===== src/hdl/jrsq_pkg.sv =====
// ----------------------------------------------------------------------------
// jrsq_pkg
// Shared types, codes and constants of the join request sequencer queue.
// ----------------------------------------------------------------------------
`default_nettype none

package jrsq_pkg;

	localparam int QUEUE_DEPTH_DEF = 16;
	localparam int HANDLE_BITS_DEF = 8;

	localparam int CHANNEL_W = 8;
	localparam int TARGET_W  = 8;
	localparam int KIND_W    = 3;
	localparam int CMD_W     = 2;
	localparam int CFG_IDX_W = 3;
	localparam int CFG_DAT_W = 32;
	localparam int PERIOD_W  = 32;
	localparam int MASK_W    = 5;

	localparam logic [PERIOD_W-1:0] PERIOD_RESET = 32'd1000;

	// command codes
	localparam logic [CMD_W-1:0] CMD_ENQ  = 2'd0;
	localparam logic [CMD_W-1:0] CMD_REM  = 2'd1;
	localparam logic [CMD_W-1:0] CMD_CLR  = 2'd2;
	localparam logic [CMD_W-1:0] CMD_TICK = 2'd3;

	// register indexes
	localparam logic [CFG_IDX_W-1:0] REG_PERIOD    = 3'd0;
	localparam logic [CFG_IDX_W-1:0] REG_DIS_MASK  = 3'd1;
	localparam logic [CFG_IDX_W-1:0] REG_HAS_IE    = 3'd2;
	localparam logic [CFG_IDX_W-1:0] REG_IE_NEEDOP = 3'd3;
	localparam logic [CFG_IDX_W-1:0] REG_HAS_Q     = 3'd4;

	// request kinds
	localparam logic [KIND_W-1:0] KIND_MODE = 3'd0;
	localparam logic [KIND_W-1:0] KIND_E    = 3'd1;
	localparam logic [KIND_W-1:0] KIND_I    = 3'd2;
	localparam logic [KIND_W-1:0] KIND_Q    = 3'd3;
	localparam logic [KIND_W-1:0] KIND_WHO  = 3'd4;
	localparam logic [KIND_W-1:0] KIND_B    = 3'd5;

	typedef enum logic [2:0] {
		ST_IDLE,
		ST_TICK,
		ST_RDHEAD,
		ST_HEAD,
		ST_ENQ_SCAN,
		ST_REM_SCAN,
		ST_SHIFT,
		ST_OUT
	} jrsq_state_t;

	// controller -> datapath
	typedef struct packed {
		logic load;
		logic wipe;
		logic scan_start;
		logic scan_step;
		logic shift_wr;
		logic shift_start;
		logic append;
		logic remove_done;
		logic tick;
		logic head_read;
		logic emit;
		logic drop_head;
	} jrsq_ctl_t;

	// datapath -> controller
	typedef struct packed {
		logic running;
		logic expire;
		logic fill_zero;
		logic fill_one;
		logic full;
		logic hit;
		logic scan_end;
		logic stage_zero;
		logic kind_found;
	} jrsq_sts_t;

	function automatic logic kind_allowed(
		input logic [KIND_W-1:0] kind,
		input logic              op,
		input logic [MASK_W-1:0] mask,
		input logic              has_ie,
		input logic              ie_needs_op,
		input logic              has_q
	);
		logic ie_ok;
		logic ok;
		ie_ok = has_ie && !(ie_needs_op && !op);
		case (kind)
			KIND_E:   ok = ie_ok && !mask[0];
			KIND_I:   ok = ie_ok && !mask[1];
			KIND_Q:   ok = has_q && !mask[2];
			KIND_WHO: ok = !mask[3];
			KIND_B:   ok = !mask[4];
			default:  ok = 1'b0;
		endcase
		return ok;
	endfunction

endpackage

`default_nettype wire


===== src/hdl/join_request_sequencer_queue.sv =====
// ----------------------------------------------------------------------------
// join_request_sequencer_queue
// Paced queue of channel handles that issues at most one information request per
// period expiry to the head channel.
// ----------------------------------------------------------------------------
// Handles one item at a time. Enqueue and remove walk the stored handles
// through the single read port of the handle memory, one handle per cycle,
// and stop at a match. A remove that finds its handle then moves the
// handles behind it down by one place. An expiring tick drops each head
// channel that is at the end of its kind list, and any result then waits
// in its output register until taken.
`default_nettype none

module join_request_sequencer_queue #(
	parameter int QUEUE_DEPTH = jrsq_pkg::QUEUE_DEPTH_DEF,
	parameter int HANDLE_BITS = jrsq_pkg::HANDLE_BITS_DEF
) (
	input  wire logic                            clk,
	input  wire logic                            arst_n,
	input  wire logic                            cfg_write,
	input  wire logic [jrsq_pkg::CFG_IDX_W-1:0]  cfg_index,
	input  wire logic [jrsq_pkg::CFG_DAT_W-1:0]  cfg_data,
	input  wire logic                            in_valid,
	output logic                                 in_ready,
	input  wire logic [jrsq_pkg::CMD_W-1:0]      command,
	input  wire logic [jrsq_pkg::CHANNEL_W-1:0]  channel,
	input  wire logic                            me_op,
	input  wire logic                            link_up,
	output logic                                 out_valid,
	input  wire logic                            out_ready,
	output logic [jrsq_pkg::KIND_W-1:0]          request_kind,
	output logic [jrsq_pkg::TARGET_W-1:0]        target,
	output logic                                 sent
);
	import jrsq_pkg::*;

	jrsq_ctl_t ctl;
	jrsq_sts_t sts;

	jrsq_ctrl u_ctrl (
		.clk       (clk),
		.arst_n    (arst_n),
		.in_valid  (in_valid),
		.in_ready  (in_ready),
		.command   (command),
		.out_valid (out_valid),
		.out_ready (out_ready),
		.sts       (sts),
		.ctl       (ctl)
	);

	jrsq_dp #(
		.QUEUE_DEPTH (QUEUE_DEPTH),
		.HANDLE_BITS (HANDLE_BITS)
	) u_dp (
		.clk          (clk),
		.arst_n       (arst_n),
		.cfg_write    (cfg_write),
		.cfg_index    (cfg_index),
		.cfg_data     (cfg_data),
		.channel      (channel),
		.me_op        (me_op),
		.link_up      (link_up),
		.ctl          (ctl),
		.sts          (sts),
		.request_kind (request_kind),
		.target       (target),
		.sent         (sent)
	);

endmodule

`default_nettype wire


===== src/hdl/jrsq_ctrl.sv =====
// ----------------------------------------------------------------------------
// jrsq_ctrl
// Controller state machine: sequences command handling, queue scans,
// removal shifts and the per-expiry request choice.
// ----------------------------------------------------------------------------
`default_nettype none

module jrsq_ctrl (
	input  wire logic                    clk,
	input  wire logic                    arst_n,
	input  wire logic                    in_valid,
	output logic                         in_ready,
	input  wire logic [jrsq_pkg::CMD_W-1:0] command,
	output logic                         out_valid,
	input  wire logic                    out_ready,
	input  wire jrsq_pkg::jrsq_sts_t     sts,
	output jrsq_pkg::jrsq_ctl_t          ctl
);
	import jrsq_pkg::*;

	jrsq_state_t state_q;
	jrsq_state_t state_d;

	always_ff @(posedge clk or negedge arst_n) begin
		if (!arst_n) begin
			state_q <= ST_IDLE;
		end else begin
			state_q <= state_d;
		end
	end

	always_comb begin
		state_d = state_q;
		case (state_q)
			ST_IDLE: begin
				if (in_valid) begin
					case (command)
						CMD_ENQ:  state_d = ST_ENQ_SCAN;
						CMD_REM:  state_d = ST_REM_SCAN;
						CMD_TICK: state_d = ST_TICK;
						default:  state_d = ST_IDLE;
					endcase
				end
			end
			ST_TICK: begin
				if (sts.running && sts.expire && !sts.fill_zero) begin
					state_d = ST_RDHEAD;
				end else begin
					state_d = ST_IDLE;
				end
			end
			ST_RDHEAD: state_d = ST_HEAD;
			ST_HEAD: begin
				if (sts.stage_zero || sts.kind_found) begin
					state_d = ST_OUT;
				end else if (sts.fill_one) begin
					state_d = ST_IDLE;
				end else begin
					state_d = ST_RDHEAD;
				end
			end
			ST_ENQ_SCAN: begin
				if (sts.hit || sts.scan_end) begin
					state_d = ST_IDLE;
				end
			end
			ST_REM_SCAN: begin
				if (sts.hit) begin
					state_d = ST_SHIFT;
				end else if (sts.scan_end) begin
					state_d = ST_IDLE;
				end
			end
			ST_SHIFT: begin
				if (sts.scan_end) begin
					state_d = ST_IDLE;
				end
			end
			ST_OUT: begin
				if (out_ready) begin
					state_d = ST_IDLE;
				end
			end
			default: state_d = ST_IDLE;
		endcase
	end

	always_comb begin
		ctl       = '0;
		in_ready  = 1'b0;
		out_valid = 1'b0;
		case (state_q)
			ST_IDLE: begin
				in_ready = 1'b1;
				if (in_valid) begin
					ctl.load = 1'b1;
					case (command)
						CMD_ENQ, CMD_REM: ctl.scan_start = 1'b1;
						CMD_CLR:          ctl.wipe = 1'b1;
						default:          ctl.load = 1'b1;
					endcase
				end
			end
			ST_TICK: ctl.tick = sts.running;
			ST_RDHEAD: ctl.head_read = 1'b1;
			ST_HEAD: begin
				if (sts.stage_zero || sts.kind_found) begin
					ctl.emit = 1'b1;
				end else begin
					// end of the kind list: move on to the next channel
					ctl.drop_head = 1'b1;
				end
			end
			ST_ENQ_SCAN: begin
				if (sts.hit) begin
					ctl.load = 1'b0;
				end else if (sts.scan_end) begin
					ctl.append = !sts.full;
				end else begin
					ctl.scan_step = 1'b1;
				end
			end
			ST_REM_SCAN: begin
				if (sts.hit) begin
					ctl.shift_start = 1'b1;
				end else if (!sts.scan_end) begin
					ctl.scan_step = 1'b1;
				end
			end
			ST_SHIFT: begin
				if (sts.scan_end) begin
					ctl.remove_done = 1'b1;
				end else begin
					ctl.scan_step = 1'b1;
					ctl.shift_wr  = 1'b1;
				end
			end
			ST_OUT: out_valid = 1'b1;
			default: ctl = '0;
		endcase
	end

endmodule

`default_nettype wire


===== src/hdl/jrsq_dp.sv =====
// ----------------------------------------------------------------------------
// jrsq_dp
// Datapath: handle memory kept as a ring, fill count, scan pointer,
// request stage, period counter, configuration and result registers.
// ----------------------------------------------------------------------------
`default_nettype none

module jrsq_dp #(
	parameter int QUEUE_DEPTH = jrsq_pkg::QUEUE_DEPTH_DEF,
	parameter int HANDLE_BITS = jrsq_pkg::HANDLE_BITS_DEF
) (
	input  wire logic                            clk,
	input  wire logic                            arst_n,
	input  wire logic                            cfg_write,
	input  wire logic [jrsq_pkg::CFG_IDX_W-1:0]  cfg_index,
	input  wire logic [jrsq_pkg::CFG_DAT_W-1:0]  cfg_data,
	input  wire logic [jrsq_pkg::CHANNEL_W-1:0]  channel,
	input  wire logic                            me_op,
	input  wire logic                            link_up,
	input  wire jrsq_pkg::jrsq_ctl_t             ctl,
	output jrsq_pkg::jrsq_sts_t                  sts,
	output logic [jrsq_pkg::KIND_W-1:0]          request_kind,
	output logic [jrsq_pkg::TARGET_W-1:0]        target,
	output logic                                 sent
);
	import jrsq_pkg::*;

	localparam int PTR_W = (QUEUE_DEPTH > 1) ? $clog2(QUEUE_DEPTH) : 1;
	localparam int CNT_W = $clog2(QUEUE_DEPTH + 1);
	localparam int CH_W  = (HANDLE_BITS > CHANNEL_W) ? HANDLE_BITS : CHANNEL_W;
	localparam int TG_W  = (HANDLE_BITS > TARGET_W) ? HANDLE_BITS : TARGET_W;

	// configuration
	logic [PERIOD_W-1:0] period_q;
	logic [MASK_W-1:0]   mask_q;
	logic                has_ie_q;
	logic                ie_needs_op_q;
	logic                has_q_q;

	// latched item
	logic [HANDLE_BITS-1:0] ch_q;
	logic                   op_q;
	logic                   link_q;

	// queue and sequencing state
	logic [HANDLE_BITS-1:0] fifo_mem [QUEUE_DEPTH];
	logic [HANDLE_BITS-1:0] rdata_q;
	logic [CNT_W-1:0]       fill_q;
	logic [PTR_W-1:0]       head_q;
	logic [CNT_W-1:0]       scan_q;
	logic [CNT_W-1:0]       rpos_q;
	logic                   rvalid_q;
	logic [KIND_W-1:0]      stage_q;
	logic [PERIOD_W-1:0]    counter_q;
	logic                   running_q;

	// result
	logic [KIND_W-1:0]   kind_q;
	logic [TARGET_W-1:0] target_q;
	logic                sent_q;

	logic [CH_W-1:0]        ch_ext;
	logic [TG_W-1:0]        rd_ext;
	logic [PERIOD_W:0]      cnt_inc;
	logic                   expire;
	logic                   scan_more;
	logic [PTR_W-1:0]       head_inc;
	logic                   rd_en;
	logic [PTR_W-1:0]       rd_addr;
	logic                   wr_en;
	logic [PTR_W-1:0]       wr_addr;
	logic [HANDLE_BITS-1:0] wr_data;
	logic [KIND_W-1:0]      next_kind;
	logic                   kind_found;

	// logical queue position to ring address
	function automatic logic [PTR_W-1:0] phys(
		input logic [PTR_W-1:0] hd,
		input logic [CNT_W-1:0] idx
	);
		logic [CNT_W:0] s;
		s = (CNT_W+1)'(hd) + (CNT_W+1)'(idx);
		if (s >= (CNT_W+1)'(QUEUE_DEPTH)) begin
			s = s - (CNT_W+1)'(QUEUE_DEPTH);
		end
		return s[PTR_W-1:0];
	endfunction

	assign ch_ext    = CH_W'(channel);
	assign rd_ext    = TG_W'(rdata_q);
	assign cnt_inc   = {1'b0, counter_q} + (PERIOD_W+1)'(1);
	assign expire    = cnt_inc >= {1'b0, period_q};
	assign scan_more = scan_q < fill_q;
	assign head_inc  = (head_q == PTR_W'(QUEUE_DEPTH - 1)) ? '0 : head_q + PTR_W'(1);

	// first allowed kind at or after the current stage
	always_comb begin
		next_kind  = KIND_MODE;
		kind_found = 1'b0;
		for (int k = 1; k <= 5; k++) begin
			if (!kind_found && KIND_W'(k) >= stage_q &&
			    kind_allowed(KIND_W'(k), op_q, mask_q, has_ie_q, ie_needs_op_q, has_q_q)) begin
				kind_found = 1'b1;
				next_kind  = KIND_W'(k);
			end
		end
	end

	always_comb begin
		sts.running    = running_q;
		sts.expire     = expire;
		sts.fill_zero  = (fill_q == '0);
		sts.fill_one   = (fill_q == CNT_W'(1));
		sts.full       = (fill_q >= CNT_W'(QUEUE_DEPTH));
		sts.hit        = rvalid_q && (rdata_q == ch_q);
		sts.scan_end   = !rvalid_q && !scan_more;
		sts.stage_zero = (stage_q == KIND_MODE);
		sts.kind_found = kind_found;
	end

	// memory port control
	always_comb begin
		rd_en   = 1'b0;
		rd_addr = head_q;
		wr_en   = 1'b0;
		wr_addr = phys(head_q, fill_q);
		wr_data = ch_q;
		if (ctl.scan_step && scan_more) begin
			rd_en   = 1'b1;
			rd_addr = phys(head_q, scan_q);
		end
		if (ctl.head_read) begin
			rd_en   = 1'b1;
			rd_addr = head_q;
		end
		// move each later handle down by one place
		if (ctl.shift_wr && rvalid_q) begin
			wr_en   = 1'b1;
			wr_addr = phys(head_q, rpos_q - CNT_W'(1));
			wr_data = rdata_q;
		end
		if (ctl.append && !sts.full) begin
			wr_en   = 1'b1;
			wr_addr = phys(head_q, fill_q);
			wr_data = ch_q;
		end
	end

	always_ff @(posedge clk) begin
		if (wr_en) begin
			fifo_mem[wr_addr] <= wr_data;
		end
		if (rd_en) begin
			rdata_q <= fifo_mem[rd_addr];
		end
	end

	always_ff @(posedge clk) begin
		if (ctl.load) begin
			ch_q   <= ch_ext[HANDLE_BITS-1:0];
			op_q   <= me_op;
			link_q <= link_up;
		end
		if (ctl.emit) begin
			kind_q   <= sts.stage_zero ? KIND_MODE : next_kind;
			target_q <= rd_ext[TARGET_W-1:0];
			sent_q   <= link_q;
		end
	end

	always_ff @(posedge clk or negedge arst_n) begin
		if (!arst_n) begin
			period_q      <= PERIOD_RESET;
			mask_q        <= '0;
			has_ie_q      <= 1'b0;
			ie_needs_op_q <= 1'b0;
			has_q_q       <= 1'b0;
		end else if (cfg_write) begin
			case (cfg_index)
				REG_PERIOD:    period_q      <= cfg_data[PERIOD_W-1:0];
				REG_DIS_MASK:  mask_q        <= cfg_data[MASK_W-1:0];
				REG_HAS_IE:    has_ie_q      <= cfg_data[0];
				REG_IE_NEEDOP: ie_needs_op_q <= cfg_data[0];
				REG_HAS_Q:     has_q_q       <= cfg_data[0];
				default:       mask_q        <= mask_q;
			endcase
		end
	end

	always_ff @(posedge clk or negedge arst_n) begin
		if (!arst_n) begin
			fill_q    <= '0;
			head_q    <= '0;
			scan_q    <= '0;
			rpos_q    <= '0;
			rvalid_q  <= 1'b0;
			stage_q   <= KIND_MODE;
			counter_q <= '0;
			running_q <= 1'b0;
		end else begin
			if (ctl.wipe) begin
				fill_q    <= '0;
				running_q <= 1'b0;
				counter_q <= '0;
				stage_q   <= KIND_MODE;
			end
			if (ctl.scan_start) begin
				scan_q   <= '0;
				rvalid_q <= 1'b0;
			end
			if (ctl.shift_start) begin
				scan_q   <= rpos_q + CNT_W'(1);
				rvalid_q <= 1'b0;
			end
			if (ctl.scan_step) begin
				rvalid_q <= scan_more;
				if (scan_more) begin
					scan_q <= scan_q + CNT_W'(1);
					rpos_q <= scan_q;
				end
			end
			if (ctl.append && !sts.full) begin
				fill_q <= fill_q + CNT_W'(1);
				if (!running_q) begin
					running_q <= 1'b1;
					counter_q <= '0;
				end
			end
			if (ctl.remove_done) begin
				fill_q <= fill_q - CNT_W'(1);
				if (sts.fill_one) begin
					running_q <= 1'b0;
					counter_q <= '0;
				end
			end
			if (ctl.tick) begin
				if (expire) begin
					counter_q <= '0;
					if (sts.fill_zero) begin
						running_q <= 1'b0;
					end
				end else begin
					counter_q <= cnt_inc[PERIOD_W-1:0];
				end
			end
			if (ctl.drop_head) begin
				head_q <= head_inc;
				fill_q <= fill_q - CNT_W'(1);
				if (sts.fill_one) begin
					running_q <= 1'b0;
					counter_q <= '0;
				end else begin
					stage_q <= KIND_MODE;
				end
			end
			if (ctl.emit) begin
				if (!link_q) begin
					// failed send clears the queue, the period timer and the stage
					fill_q    <= '0;
					running_q <= 1'b0;
					counter_q <= '0;
					stage_q   <= KIND_MODE;
				end else if (sts.stage_zero) begin
					stage_q <= KIND_E;
				end else if (next_kind == KIND_B) begin
					head_q  <= head_inc;
					fill_q  <= fill_q - CNT_W'(1);
					stage_q <= KIND_MODE;
				end else begin
					stage_q <= next_kind + KIND_W'(1);
				end
			end
		end
	end

	assign request_kind = kind_q;
	assign target       = target_q;
	assign sent         = sent_q;

	a_fill_bound: assert property (@(posedge clk) disable iff (!arst_n)
		fill_q <= CNT_W'(QUEUE_DEPTH))
		else $error("queue fill count above depth");

	a_stopped_zero: assert property (@(posedge clk) disable iff (!arst_n)
		!running_q |-> counter_q == '0)
		else $error("period counter nonzero while timer stopped");

	a_stage_bound: assert property (@(posedge clk) disable iff (!arst_n)
		stage_q <= KIND_B)
		else $error("request stage out of range");

	a_fail_wipes: assert property (@(posedge clk) disable iff (!arst_n)
		ctl.emit && !link_q |=> fill_q == '0 && !running_q)
		else $error("failed send did not clear the queue");

endmodule

`default_nettype wire

===== config.mk =====
export PLATFORM = sky130hd
export DESIGN_NAME = join_request_sequencer_queue
export DESIGN_NICKNAME = d
export VERILOG_FILES = /design/src/hdl/jrsq_pkg.sv /design/src/hdl/join_request_sequencer_queue.sv /design/src/hdl/jrsq_ctrl.sv /design/src/hdl/jrsq_dp.sv
export SDC_FILE = /design/constraint.sdc
export NUM_CORES = 1
export LEC_CHECK = 0
export ABC_CLOCK_PERIOD_IN_PS = 12300
export CAP_MARGIN = 5
export CORE_ASPECT_RATIO = 0.7
export CORE_MARGIN = 3
export CORE_UTILIZATION = 70
export CTS_CLUSTER_SIZE = 20
export DETAILED_ROUTE_END_ITERATION = 10
export DONT_BUFFER_PORTS = 1
export HOLD_SLACK_MARGIN = 0.1
export PLACE_DENSITY = 0.89
export SLEW_MARGIN = 0
export SYNTH_ARGS = -nofsm -noshare
export SYNTH_HDL_FRONTEND = slang
export SYNTH_SLANG_ARGS = --single-unit

===== constraint.sdc =====
create_clock -name clk -period 12.3 [get_ports clk]
set_input_delay 1.23 -clock clk [delete_from_list [all_inputs] [get_ports clk]]
set_output_delay 1.23 -clock clk [all_outputs]
set_load 0.01 [all_outputs]

Word level (Yosys, flattened, before mapping)
Memory sizes are Yosys's and may differ from the RTL's. A register that Yosys moved wholly into a read port is not among the register bits.
Index checks and enable logic that the tools add are counted.

cells by class
  add/sub/neg operators = 14
  order comparisons = 11
  equality and inequality tests = 21
  multiplexer cells = 110
  reductions and logical operators = 53

operators by type and width
  kind                     number
  $mux W32                 11
  $mux W5                  12
  $mux W3                  18
  $mux W4                  13
  $mux W1                  46
  $add A32 B1 Y33 const B  1
  $ge A33 B32 Y1           1
  $pmux W3 S8              1
  $logic_and A1 B1 Y1      21
  $add A4 B5 Y6            3
  $eq A3 B3 Y1 const B     6
  $ge A6 B5 Y1 const B     3
  $mux W8                  2
  $add A5 B1 Y5 const B    3
  $logic_not A1 Y1         15
  $eq A3 B2 Y1 const B     4
  $reduce_and A2 Y1        6
  $sub A4 B1 Y4 const B    3
  $mux W2                  5
  $sub A5 B1 Y5 const B    2
  $logic_not A3 Y1         3
  $pmux W3 S3              1
  $eq A8 B8 Y1             1
  $eq A3 B1 Y1 const B     2
  other kinds (20)         26

word-level totals
  register bits after elaboration = 121
  memory bits (writable) = 128
  input bits = 52
  output and inout port bits = 14
  word-level logic and storage cells = 230
  memories kept = 1

memories
  name           words  width  read ports  clocked after Yosys merged registers in  wr ports  RTL line       RTL
  u_dp.fifo_mem  16     8      1           1                                        1         jrsq_dp.sv:46  logic [HANDLE_BITS-1:0] fifo_mem [QUEUE_DEPTH];

Logic depth before layout (Yosys ltp)
Gate-level depths: netlist (run 1).

  depth in word-level cells = 31
  gate-level depth with buffers = 17
  mapped depth without buffers = 15

Cells and area by module
Synthesis (run 1) repeated with hierarchy kept, for this count alone.

second synthesis, totals
  cell total of the unflattened synthesis = 1072
  area, all modules = 12694.7 um^2

by module, submodules not included
  module     instances  cells each  area an instance (um^2)  seq. area each (um^2)
  jrsq_dp    1          1018        12308.1                  7154.4
  jrsq_ctrl  1          54          386.6                    75.1

Worst setup path before layout (run 1)
Ideal clock, no wire load.

  path kind = flip-flop to flip-flop
  start point = register u_dp.counter_q[0]
  end point = register u_dp.counter_q[15]
  library setup time = 87 ps
  data arrival time = 3978 ps
  path slack = 8235 ps
  stages on the path, launching flop included = 17
  path buffers = 2
  period minus slack after synthesis = 4065 ps
  cells stage by stage = dfrtp_1 -> ha_1 -> nand3_1 -> or2_0 -> buf_2 -> or4_1 -> and2_1 -> or2_2 -> ha_1 -> a21o_1 -> a21o_1 -> a221oi_1 -> inv_1 -> o31ai_2 -> clkbuf_1 -> nand2_1 -> o211ai_1

on the way
  cells in the longest elaborated chain, start to end = 8

RTL lines
  element                 RTL line        RTL
  start, declared         jrsq_dp.sv:54   logic [PERIOD_W-1:0] counter_q;
  start signal, assigned  jrsq_dp.sv:243  counter_q <= cnt_inc[PERIOD_W-1:0];
  $add A32 B1 Y33 (*)     jrsq_dp.sv:91   assign cnt_inc = {1'b0, counter_q} + (PERIOD_W+1)'(1);
  $ge A33 B32 Y1          jrsq_dp.sv:92   assign expire = cnt_inc >= {1'b0, period_q};
  $mux W32 (*)            jrsq_dp.sv:237  if (expire) begin
  $mux W32 (*)            jrsq_dp.sv:236  if (ctl.tick) begin
  $mux W32                jrsq_dp.sv:249  if (sts.fill_one) begin
  $mux W32 (*)            jrsq_dp.sv:246  if (ctl.drop_head) begin
  $mux W32                jrsq_dp.sv:257  if (!link_q) begin
  $mux W32 (*)            jrsq_dp.sv:256  if (ctl.emit) begin

Every way passes the cells marked *; elsewhere a longest branch is shown, timed or not.
A chain may end at the register's enable or synchronous reset.

Worst setup path after layout (run 1)
  start point = register u_dp.counter_q[0]
  end point = register u_dp.running_q

on the way
  cells in the longest elaborated chain, start to end = 8

RTL lines
  element               RTL line        RTL
  $add A32 B1 Y33 (*)   jrsq_dp.sv:91
  $ge A33 B32 Y1 (*)    jrsq_dp.sv:92
  $mux W1 (*)           jrsq_dp.sv:237
  $mux W1 (*)           jrsq_dp.sv:236
  $mux W1               jrsq_dp.sv:249
  $mux W1 (*)           jrsq_dp.sv:246
  $mux W1               jrsq_dp.sv:257
  $mux W1 (*)           jrsq_dp.sv:256
  end signal, assigned  jrsq_dp.sv:240  running_q <= 1'b0;
  end signal, assigned  jrsq_dp.sv:250  running_q <= 1'b0;
  end signal, assigned  jrsq_dp.sv:260  running_q <= 1'b0;
  end, declared         jrsq_dp.sv:55   logic running_q;

Marked as above.

==> results by group, run 1 <==
Clock network
  – Number of setup buffers added after CTS: 0
  – CTS root buf: clkbuf_16
  – Clk slew on worst S/H paths: around 0.07 ns
  – CTS tree: done
  – Clk_lat worst skew: between 0.5 and 0.6 ns
  – CTS Sinks: 257
  – Number of clock buffers inserted by TritonCTS: 25
  – PostCTS Resize Cnt: 0
  – Hold buffer count at cts: 0
  – Clock H-tree levels: 1
  – CTS max path bufs: 3

Die
  – Core area: 0.0212 mm^2
  – FP Rows: 44
  – Chip Height: ~130 um
  – Starting Density: roughly 73%
  – Die X: ~180 um
  – Die area: 0.0239 mm^2
  – I/O Pins: 66

Setup path
  – Register-to-Register Path Depth: 15
  – Crit path largest cell delay: 0.61 ns
  – Crit Path Max Fanout: 29
  – Slowest CP cell: or4_1
  – Setup crit start kind: register
  – Crit path kind: register to register
  – Critical Path AT: ~5.3 ns
  – Critical Path Sink Type: register
  – Worst R2R Setup Slack: roughly 7.4 ns
  – CP cell instances: ha_1, nand3_1, or2_0, or4_1, and2_1, or2_2, ha_1, a21o_1, a21o_1, a221oi_1, inv_1, o31ai_4, buf_4, a21oi_1, a221oi_1
  – Crit path required time: 12.73 ns
  – R2R Path End: u_dp.running_q
  – R2r startpoint: u_dp.counter_q[0]

STA
  – Post-layout min period: between 4 and 5 ns
  – Slew margin rel.: between 20% and 30%
  – Final cycle utilization of the critical path: between 30% and 40%
  – Worst slew pin tran: approximately 1.2 ns
  – Clk_skew: around 0.014 ns
  – Final setup fails: 0
  – Setup TNS: 0 ns
  – RSZ-0062 raised after global routing: false
  – Final Slew Violations: 0
  – Final Hold Violating Endpoints: 0
  – Max Fclk: between 200 and 250 MHz

Yosys
  – Post-synthesis cell type with the largest combined area: edfxtp_1
  – Post-synth top area share: 30.7%
  – Yosys warning total: 0
  – Most common library cells after synthesis: nand2_1 (213), edfxtp_1 (158), a311oi_1 (130), inv_1 (121), dfrtp_1 (93)
  – FF+latch count, synth: 257
  – Yosys cell types: approximately 80
  – Post-Syn Area: between 0.015 and 0.02 mm^2
  – Mean cell area of the mapped netlist: between 9 and 10 um^2
  – Primary FF master, synth: edfxtp_1
  – Top-count cell post-synth: nand2_1
  – Sequential area share after synthesis: 46.8%
  – Fraction of registers with async set or reset after synthesis: 38.5%
  – Synthesized Nets: ~1,700
  – Post-Syn Instances: approximately 1,600
  – Synth area leaders: edfxtp_1 (31%), dfrtp_1 (15%), a311oi_1 (7.4%)
  – EDFF count, synth: around 160

Routing
  – Vias: 13,000
  – 1st-pass router iterations: 7
  – DR vias/cell: approximately 7.3
  – DRC: 0
  – WL per Instance: around 23 um
  – Antenna viol nets, final: 0
  – Initial drt markers: around 2,300
  – DRT Wirelength: ~41,000 um

Final layout
  – Layout Cells excl Fill: 1,787
  – # diodes: 0
  – Finished Cell Area: about 0.016 mm^2
  – Util after Layout: 76.4%
  – Share of cells above drive strength 1: 7.68%
  – Area growth from synthesis to layout: 4.73%
  – Final net count: ~1,600

Place
  – Post-detail-place hpwl: about 26,000 um
  – GP Congestion: 0.986
  – Cell count after placement: about 1,700
  – Post-Place Cell Area: 0.0154 mm^2
  – Port bufs: 0

GRT
  – Vias in the first global route: 11,900
  – GRT Util Overall: around 34%
  – Initial antenna violation count: 0
  – Grt total ovfl: 0
  – Global-route wire length before repair: 65,200 um
  – Largest net degree at the start of global routing: around 130

Pwr
  – Peak supply drop: ~0.19 mV
  – Power per cell area: ~230 mW/mm^2
  – P_leak: around 6.1 nW

Min path
  – Worst Hold Class: input port to async pin

Run status
  – Status: completed

Run
  – Max capacitance violation total: 0
## layer usage
layer	GRT usage, %	wire (um)
met1	52.4	17100
met2	47.8	17000
met4	7.03	984
met5	0	0
met3	10.6	6230
## flip-flops by register name, summed over array words and instances, names as in the netlist, 4 cells and up
register and count:
u_dp.fifo_mem 128, u_dp.rpos_q 5, u_dp.rd_ext 8, u_dp.head_q 4, u_dp.period_q 32, u_dp.target 8, u_dp.mask_q 5, u_dp.scan_q 5
u_dp.fill_q 5, u_dp.ch_q 8, u_dp.counter_q 32
## cells by family after synthesis
| family | Yosys count | share of synthesized area, % |
|---|---|---|
| AOI/OAI and AO/OA | 440 | 21.6 |
| muxes | 13 | 0.939 |
| DFF | 257 | 46.8 |
| xor gates and xnor gates | 39 | 2.26 |
| and+or+nand+nor | 526 | 16.8 |
| buffers and inverters | 247 | 6.90 |
| adders and majority gates | 56 | 4.68 |
## area by class of cell
type                       count  area, um^2
inverter                     121         454
sequential                   257        7230
clock buffer                  39         763
timing repair buffer          14         105
fill                        1399        5000
tap                          276         345
clock inverter                 6        80.1
multi-input combinational   1074        7210
## critical path: cells and delay by family, from the launching register on
family	cells	cell delay [ns]
flops	1	0.44
buf+inv	2	0.53
simple gates	5	1.63
compound gates	6	1.60
fa+ha+maj	2	0.53
## per-stage QoR
| stage | total power [mW] | hold slack [ns] | setup WS, ns |
|---|---|---|---|
| floorplan | 2.50 | 0.465 | 8.24 |
| finish | 3.79 | 0.393 | 7.43 |
| global route | 3.96 | 0.380 | 7.13 |
| global placement | 2.83 | 0.484 | 7.78 |
| CTS | 3.70 | 0.391 | 7.53 |
| detailed placement | 2.90 | 0.492 | 7.56 |
## cell usage in the layout (no fill, tap or decap), types with 23 or more instances in the layout
cell / count
nand2b_1: 71
dfrtp_1: 92
a21oi_1: 45
a2111oi_0: 65
a311oi_1: 130
nor3_1: 26
ha_1: 52
o22ai_1: 36
o21ai_0: 60
nor2_1: 73
edfxtp_1: 158
xnor2_1: 24
nand3_1: 23
clkbuf_16: 26
inv_1: 121
nand2_1: 212
## how the worst max path moves through the flow
stage / slack [ns] / from / depth (start not counted) / endpoint
after floorplan: 8.24 / u_dp.counter_q[0] / 16 / u_dp.counter_q[15]
after global placement: 7.78 / u_dp.counter_q[0] / 15 / u_dp.running_q
after detailed placement: 7.56 / u_dp.counter_q[0] / 15 / u_dp.running_q
after CTS: 7.53 / u_dp.counter_q[0] / 15 / u_dp.running_q
after global routing: 7.13 / u_dp.counter_q[0] / 15 / u_dp.running_q
final: 7.43 / u_dp.counter_q[0] / 15 / u_dp.running_q
## report_power, final
part | internal (mW) | switching, mW | leakage, nW
sequential | 1.10 | 0.190 | 2.69
combinational | 0.609 | 1.10 | 2.96
clock | 0.467 | 0.327 | 0.416
Power figures use the tool's default switching activity.
==> inputs of run 2 (changes only) <==
Settings changed: ABC_CLOCK_PERIOD_IN_PS 12300 to 4400, CORE_UTILIZATION 70 to 59, PLACE_DENSITY 0.89 to 0.81.
Clock period 12.3 ns to 4.4 ns, I/O delays scaled along.
==> run 2 against run 1 <==
  * Core utilization down 8.8 points
  * Sequential cell count unchanged
  * First-iteration DRC count decreased by 13%
  * Design area up 5.3%
  * Combinational power rose to 2.9 times the previous value
  * Global-route usage decreased by 3.7 points
  * Non-clock buffer count up 77
  * Routed wire length grew 6.4%
  * Highest routed layer unchanged
==> results by group, run 2 (same netlist as run 1, synthesis figures left out) <==
Routing
  – Initial drt markers: 2,020 (-13%)
  – 1st-pass router iterations: 6 (-1)
  – DRC: 0 (unchanged)
  – Antenna viol nets, final: 0 (unchanged)
  – DRT Wirelength: 44,000 um (+6.4%)
  – Vias: 13,300 (+2.0%)
  – WL per Instance: 22.9 um (-0.81%)
  – DR vias/cell: 6.94 (-4.9%)

Final layout
  – Commonest non-fill, non-tap cell in the layout: nand2_1
  – Most frequent cells in the layout: nand2_1 (212), edfxtp_1 (158), a311oi_1 (130)
  – Max reg flops: 128 (unchanged)
  – Top Registers: u_dp.fifo_mem: 128 flops, u_dp.counter_q: 32 flops, u_dp.period_q: 32 flops
  – Share of cells above drive strength 1: 9.18% (+1.5 points)
  – Reg with most FFs: u_dp.fifo_mem
  – Area growth from synthesis to layout: 10.2%
  – Final net count: 1,679 (+4.9%)
  – Fill count: 1,834 (+31%)
  – Area taken by multi-input logic gates: 0.00722 mm^2 (about the same)
  – Reg area: 0.00723 mm^2 (unchanged)

Die
  – I/O Pins: 66 (unchanged)
  – Chip Height: 141 um (+8.5%)
  – Core area: 0.0252 mm^2 (+19%)
  – Starting Density: 61.3% (-12 points)
  – Die area: 0.0282 mm^2 (+18%)
  – Die X: 199 um (+8.6%)
  – FP Rows: 48 (+9.1%)

Run status
  – Status: completed

GRT
  – Global-route wire length before repair: 68,300 um (+4.7%)
  – Grt total ovfl: 0 (unchanged)
  – Vias in the first global route: 12,300 (+3.6%)
  – GRT Util Overall: 30.3% (-3.7 points)
  – Largest net degree at the start of global routing: 101 (-22%)
  – Initial antenna violation count: 2 (+2)

Setup path
  – Critical Path AT: 4.66 ns (-0.63 ns)
  – Crit Path Max Fanout: 21 (-28%)
  – Critical Path Sink Type: register
  – Setup crit start kind: register
  – Crit path kind: register to register
  – Crit path required time: 4.86 ns (-7.87 ns)

Clock network
  – Clk slew on worst S/H paths: 0.07 ns (about the same)
  – CTS max path bufs: 3 (unchanged)
  – CTS tree: done
  – Clk_lat worst skew: 0.54 ns (about the same)
  – Number of setup buffers added after CTS: 0 (unchanged)
  – CTS Sinks: 257 (unchanged)
  – Clock H-tree levels: 1 (unchanged)
  – Number of clock buffers inserted by TritonCTS: 26 (+4.0%)
  – CTS root buf: clkbuf_16

STA
  – Final Slew Violations: 0 (unchanged)
  – Setup TNS: 0 ns (unchanged)
  – Clk_skew: 0.0145 ns (+0.000780 ns)
  – Post-layout min period: 4.21 ns (-0.659 ns)
  – Slew margin rel.: 16.3% (-6.3 points)
  – Max Fclk: 238 MHz (+16%)
  – Final Hold Violating Endpoints: 0 (unchanged)
  – Fin Hold WS: 0.142 ns (-0.252 ns)
  – Final setup fails: 0 (unchanged)
  – Worst slew pin tran: 1.25 ns (+0.0870 ns)
  – Final cycle utilization of the critical path: 95.6% (+56 points)
  – RSZ-0062 raised after global routing: false

Place
  – Port bufs: 0 (unchanged)
  – GP Congestion: 0.933 (-5.4%)
  – Post-detail-place hpwl: 27,600 um (+4.6%)

Min path
  – Worst Hold Class: input port to register

Pwr
  – Switching Fraction: 42.5% (-0.11 points)
  – Power Internal: 6.23 mW (+190%)
  – Peak supply drop: 0.366 mV (+93%)
  – Clock power share: 21.0% (about the same)
  – Power per cell area: 636 mW/mm^2 (+170%)
  – Psw: 4.61 mW (+190%)
  – Power share of the sequential group: 32.8% (-1.2 points)
  – Combinational Power Share: 46.2% (+1.1 points)
  – P_leak: 6.45 nW (+6.3%)

Run
  – Max capacitance violation total: 0 (unchanged)
==> run 2: power by group through the flow <==
| stage | clock network [mW] | logic [mW] | registers, mW |
|---|---|---|---|
| after floorplan | 0 | 3.66 | 3.32 |
| after global placement | 0 | 4.53 | 3.55 |
| after detailed placement | 0 | 4.73 | 3.57 |
| after CTS | 2.29 | 4.83 | 3.53 |
| after global routing | 2.40 | 5.39 | 3.60 |
| final | 2.28 | 5.01 | 3.56 |
==> run 2: timing repair <==
action	4_1_cts	5_1_grt
hold buffers	45	0
setup endpoints to repair	0	30
hold endpoints to repair	150	0
gates resized for setup	0	2
==> run 2: final timing paths <==
| check | from | to | slack, ns | cells past startpoint |
|---|---|---|---|---|
| setup / recovery | u_dp.counter_q[1] | u_dp.counter_q[22] | 0.19 | 15 |
| hold / removal | cfg_index[2] | u_dp.has_q_q | 0.14 | 2 |
| setup reg to reg | u_dp.counter_q[1] | u_dp.counter_q[22] | 0.19 | 15 |
| hold reg to reg | u_dp.has_q_q | u_dp.has_q_q | 0.50 | 1 |
| max in group asynchronous | arst_n | u_dp.head_q[0] | 3.48 | 2 |
| min in group asynchronous | arst_n | u_dp.period_q[18] | 0.44 | 2 |
==> run 2: layout make-up <==
class / instances / share of cell area [%]
clock buffer: 39 / 4.35
antenna: 1 / 0.0147
inverter: 121 / 2.66
tap: 325 / 2.39
clock inverter: 9 / 0.712
sequential: 257 / 42.4
multi-input combinational: 1074 / 42.4
timing repair buffer: 91 / 5.09
==> run 2: through the flow <==
stage               area [um^2]  worst slack (ns)  util [%]  total power, mW  cells
floorplan                 15500             0.335         -             6.98   1578
global placement          15700             0.256      62.3             8.09   1823
detailed placement        15700             0.129      62.3             8.30   1823
CTS                       17000             0.119      67.5             10.6   1916
global route              17000            0.0160      67.6             11.4   1917
finish                    17000             0.194      67.6             10.8   1917
==> run 2: worst max-delay path, cell delays in order, from the launching register on <==
cell and delay, ns:
dfrtp_1 0.39, ha_1 0.21, nand3_1 0.12, or2_0 0.31
or4_1 0.57, and2_1 0.19, or2_2 0.30, ha_1 0.29
a21o_1 0.18, a21o_1 0.18, a221oi_2 0.34, inv_1 0.12
o31ai_4 0.36, buf_6 0.27, o211ai_1 0.13, a21oi_1 0.15
==> run 2: metal layers <==
layer  vias up  global-route usage (%)  wire, um
li1       5906                       -         -
met1      6341                    47.2     18500
met2       945                    42.9     18500
met3       104                    7.64      6040
met4         0                    6.53       886
met5         -                       0         0
==> inputs of run 3 (changes only) <==
Settings changed: CELL_PAD_IN_SITES_DETAIL_PLACEMENT from default to 1, CELL_PAD_IN_SITES_GLOBAL_PLACEMENT from default to 1, CORE_UTILIZATION 59 to 46, PLACE_DENSITY 0.81 to 0.8, SLEW_MARGIN 0 to 20.
==> run 3 against run 2 <==
  * Clock power rose by 7%
  * Routed wire length rose by 16%
  * First-iteration DRC count is 21% lower
  * Critical path type unchanged
  * Via count is 0.65% higher
==> results by group, run 3 (same netlist as run 1, synthesis figures left out) <==
Setup path
  – R2r startpoint: u_dp.counter_q[1]
  – Crit path kind: register to register
  – Worst R2R Setup Slack: 0.14 ns (-0.06 ns)
  – Crit Path Max Fanout: 9 (-57%)
  – Critical Path AT: 4.74 ns (+0.08 ns)
  – Crit path required time: 4.88 ns (+0.02 ns)
  – Critical Path Sink Type: register
  – Worst setup path start: u_dp.counter_q[1]
  – R2R Path End: u_dp.counter_q[23]
  – Setup crit start kind: register
  – Register-to-Register Path Depth: 15 (unchanged)

GRT
  – GRT Util Overall: 27.8% (-2.5 points)
  – Largest net degree at the start of global routing: 100 (-0.99%)
  – Global-route wire length before repair: 79,500 um (+16%)
  – Vias in the first global route: 13,300 (+8.2%)
  – Grt total ovfl: 0 (unchanged)
  – Initial antenna violation count: 1 (-1)

Routing
  – Initial drt markers: 1,601 (-21%)
  – Antenna viol nets, final: 0 (unchanged)
  – DR vias/cell: 6.64 (-4.2%)
  – 1st-pass router iterations: 6 (unchanged)
  – DRT Wirelength: 51,000 um (+16%)
  – Vias: 13,400 (+0.65%)
  – WL per Instance: 25.3 um (+10%)
  – DRC: 0 (unchanged)

Final layout
  – Reg with most FFs: u_dp.fifo_mem
  – Most frequent cells in the layout: nand2_1 (212), edfxtp_1 (158), a311oi_1 (130)
  – # diodes: 0 (-1)
  – Max reg flops: 128 (unchanged)
  – Share of cells above drive strength 1: 9.82% (+0.65 points)
  – Area growth from synthesis to layout: 11.5%
  – Layout Cells excl Fill: 2,015 (+5.1%)
  – Commonest non-fill, non-tap cell in the layout: nand2_1
  – Final net count: 1,675 (-0.24%)
  – Top Registers: u_dp.fifo_mem: 128 flops, u_dp.counter_q: 32 flops, u_dp.period_q: 32 flops

STA
  – Clk_skew: 0.0225 ns (+0.00801 ns)
  – Max Fclk: 235 MHz (-1.3%)
  – Final Hold Violating Endpoints: 0 (unchanged)
  – Final Slew Violations: 0 (unchanged)
  – Fin Hold WS: 0.138 ns (-0.00411 ns)
  – Post-layout min period: 4.26 ns (+0.0560 ns)
  – Slew margin rel.: 27.1% (+11 points)
  – Final setup fails: 0 (unchanged)
  – Worst slew pin tran: 1.08 ns (-0.166 ns)
  – Final cycle utilization of the critical path: 96.9% (+1.3 points)

Pwr
  – P_leak: 6.47 nW (+0.36%)
  – Power Internal: 6.39 mW (+2.4%)
  – Power per cell area: 654 mW/mm^2 (+2.9%)
  – Clock power share: 21.7% (+0.7 points)
  – Combinational Power Share: 47.2% (+1.0 points)
  – Power share of the sequential group: 31.1% (-1.7 points)
  – Switching Fraction: 43.4% (+0.89 points)
  – Psw: 4.89 mW (+6.2%)
  – Peak supply drop: 0.393 mV (+7.4%)

Die
  – Die area: 0.0359 mm^2 (+27%)
  – FP Rows: 55 (+15%)
  – I/O Pins: 66 (unchanged)
  – Core area: 0.0327 mm^2 (+30%)
  – Chip Height: 159 um (+13%)
  – Die X: 225 um (+13%)
  – Starting Density: 47.3% (-14 points)

Min path
  – Hold EP: u_dp.has_ie_q
  – Hold Crit Depth: 2 (unchanged)
  – Worst Hold Class: input port to register
  – Critical hold path startpoint: cfg_index[1]

Clock network
  – Number of clock buffers inserted by TritonCTS: 27 (+3.8%)
  – Clock H-tree levels: 1 (unchanged)
  – Clk_lat worst skew: 0.56 ns (+0.02 ns)
  – Clk slew on worst S/H paths: 0.07 ns (about the same)
  – CTS root buf: clkbuf_16
  – CTS Sinks: 257 (unchanged)
  – CTS tree: done
  – CTS max path bufs: 3 (unchanged)

Place
  – Post-detail-place hpwl: 32,800 um (+19%)
  – GP Congestion: 0.880 (-5.7%)
  – Port bufs: 0 (unchanged)
  – Cell count after placement: 1,917 (+5.2%)

Run status
  – Status: completed

Run
  – Max capacitance violation total: 0 (unchanged)
-- run 3: cell types whose count changed in the layout (fill, tap and decap cells not counted), sizes merged --
cell | before | now
inv | 121 | 122
diode | 1 | 0
bufinv | 3 | 4
clkbuf | 39 | 34
buf | 47 | 41
clkinv | 4 | 10
-- run 3: how the worst max path moves through the flow --
stage                                    end  slack (ns)  cells past startpoint
final                     u_dp.counter_q[23]        0.14                     15
after floorplan           u_dp.counter_q[15]        0.34                     16
after global routing      u_dp.counter_q[31]      -0.008                     14
after CTS                 u_dp.counter_q[15]        0.14                     15
after global placement    u_dp.counter_q[15]        0.23                     15
after detailed placement  u_dp.counter_q[24]        0.17                     15
-- run 3: per-stage QoR --
step | setup TNS, ns | power [mW] | worst slack [ns] | util (%) | cell area (um^2)
CTS | 0 | 11.1 | 0.141 | 52.6 | 17200
detailed placement | 0 | 8.61 | 0.170 | 48.3 | 15800
finish | 0 | 11.3 | 0.138 | 52.7 | 17200
global placement | 0 | 8.31 | 0.228 | 48.3 | 15800
global route | -0.0209 | 11.9 | -0.00787 | 52.7 | 17200
floorplan | 0 | 6.98 | 0.335 | - | 15500
-- run 3: final cells by class --
class                           instances  area, um^2
Fill cell                            3568       15400
Multi-Input combinational cell       1074        7240
Clock inverter                         17         196
Inverter                              121         454
Tap cell                              427         534
Sequential cell                       257        7230
Timing Repair Buffer                   86         842
Clock buffer                           33         742
-- run 3: worst max-delay path, cell delays in order (launching register included) --
cell	delay (ns)
dfrtp_1	0.40
ha_1	0.21
nand3_1	0.12
or2_0	0.31
or4_1	0.56
and2_1	0.19
or2_2	0.29
ha_1	0.29
a21o_1	0.18
a21o_1	0.20
a221oi_2	0.35
inv_1	0.12
o31ai_4	0.41
clkbuf_4	0.32
a32oi_1	0.11
nor2_1	0.12
-- run 3: layer usage --
| layer | vias to the layer above | global-route usage, % | routed length, um |
|---|---|---|---|
| li1 | 5891 | - | - |
| met1 | 6806 | 42.1 | 23000 |
| met2 | 599 | 41.8 | 22500 |
| met3 | 87 | 5.33 | 4470 |
| met4 | 0 | 5.71 | 935 |
| met5 | - | 0 | 0 |
-- run 3: what timing repair did --
item | in CTS | in global routing
setup endpoints to repair | 0 | 32
hold buffers | 45 | 0
hold endpoints to repair | 150 | 0
buffers inserted | 0 | 2
gates resized for setup | 0 | 7
-- run 3: power groups by stage --
stage	clock network [mW]	registers (mW)	logic (mW)
6_report	2.45	3.50	5.32
5_1_grt	2.57	3.55	5.77
4_1_cts	2.46	3.48	5.19
3_5_place_dp	0	3.53	5.08
3_3_place_gp	0	3.50	4.81
2_1_floorplan	0	3.32	3.66
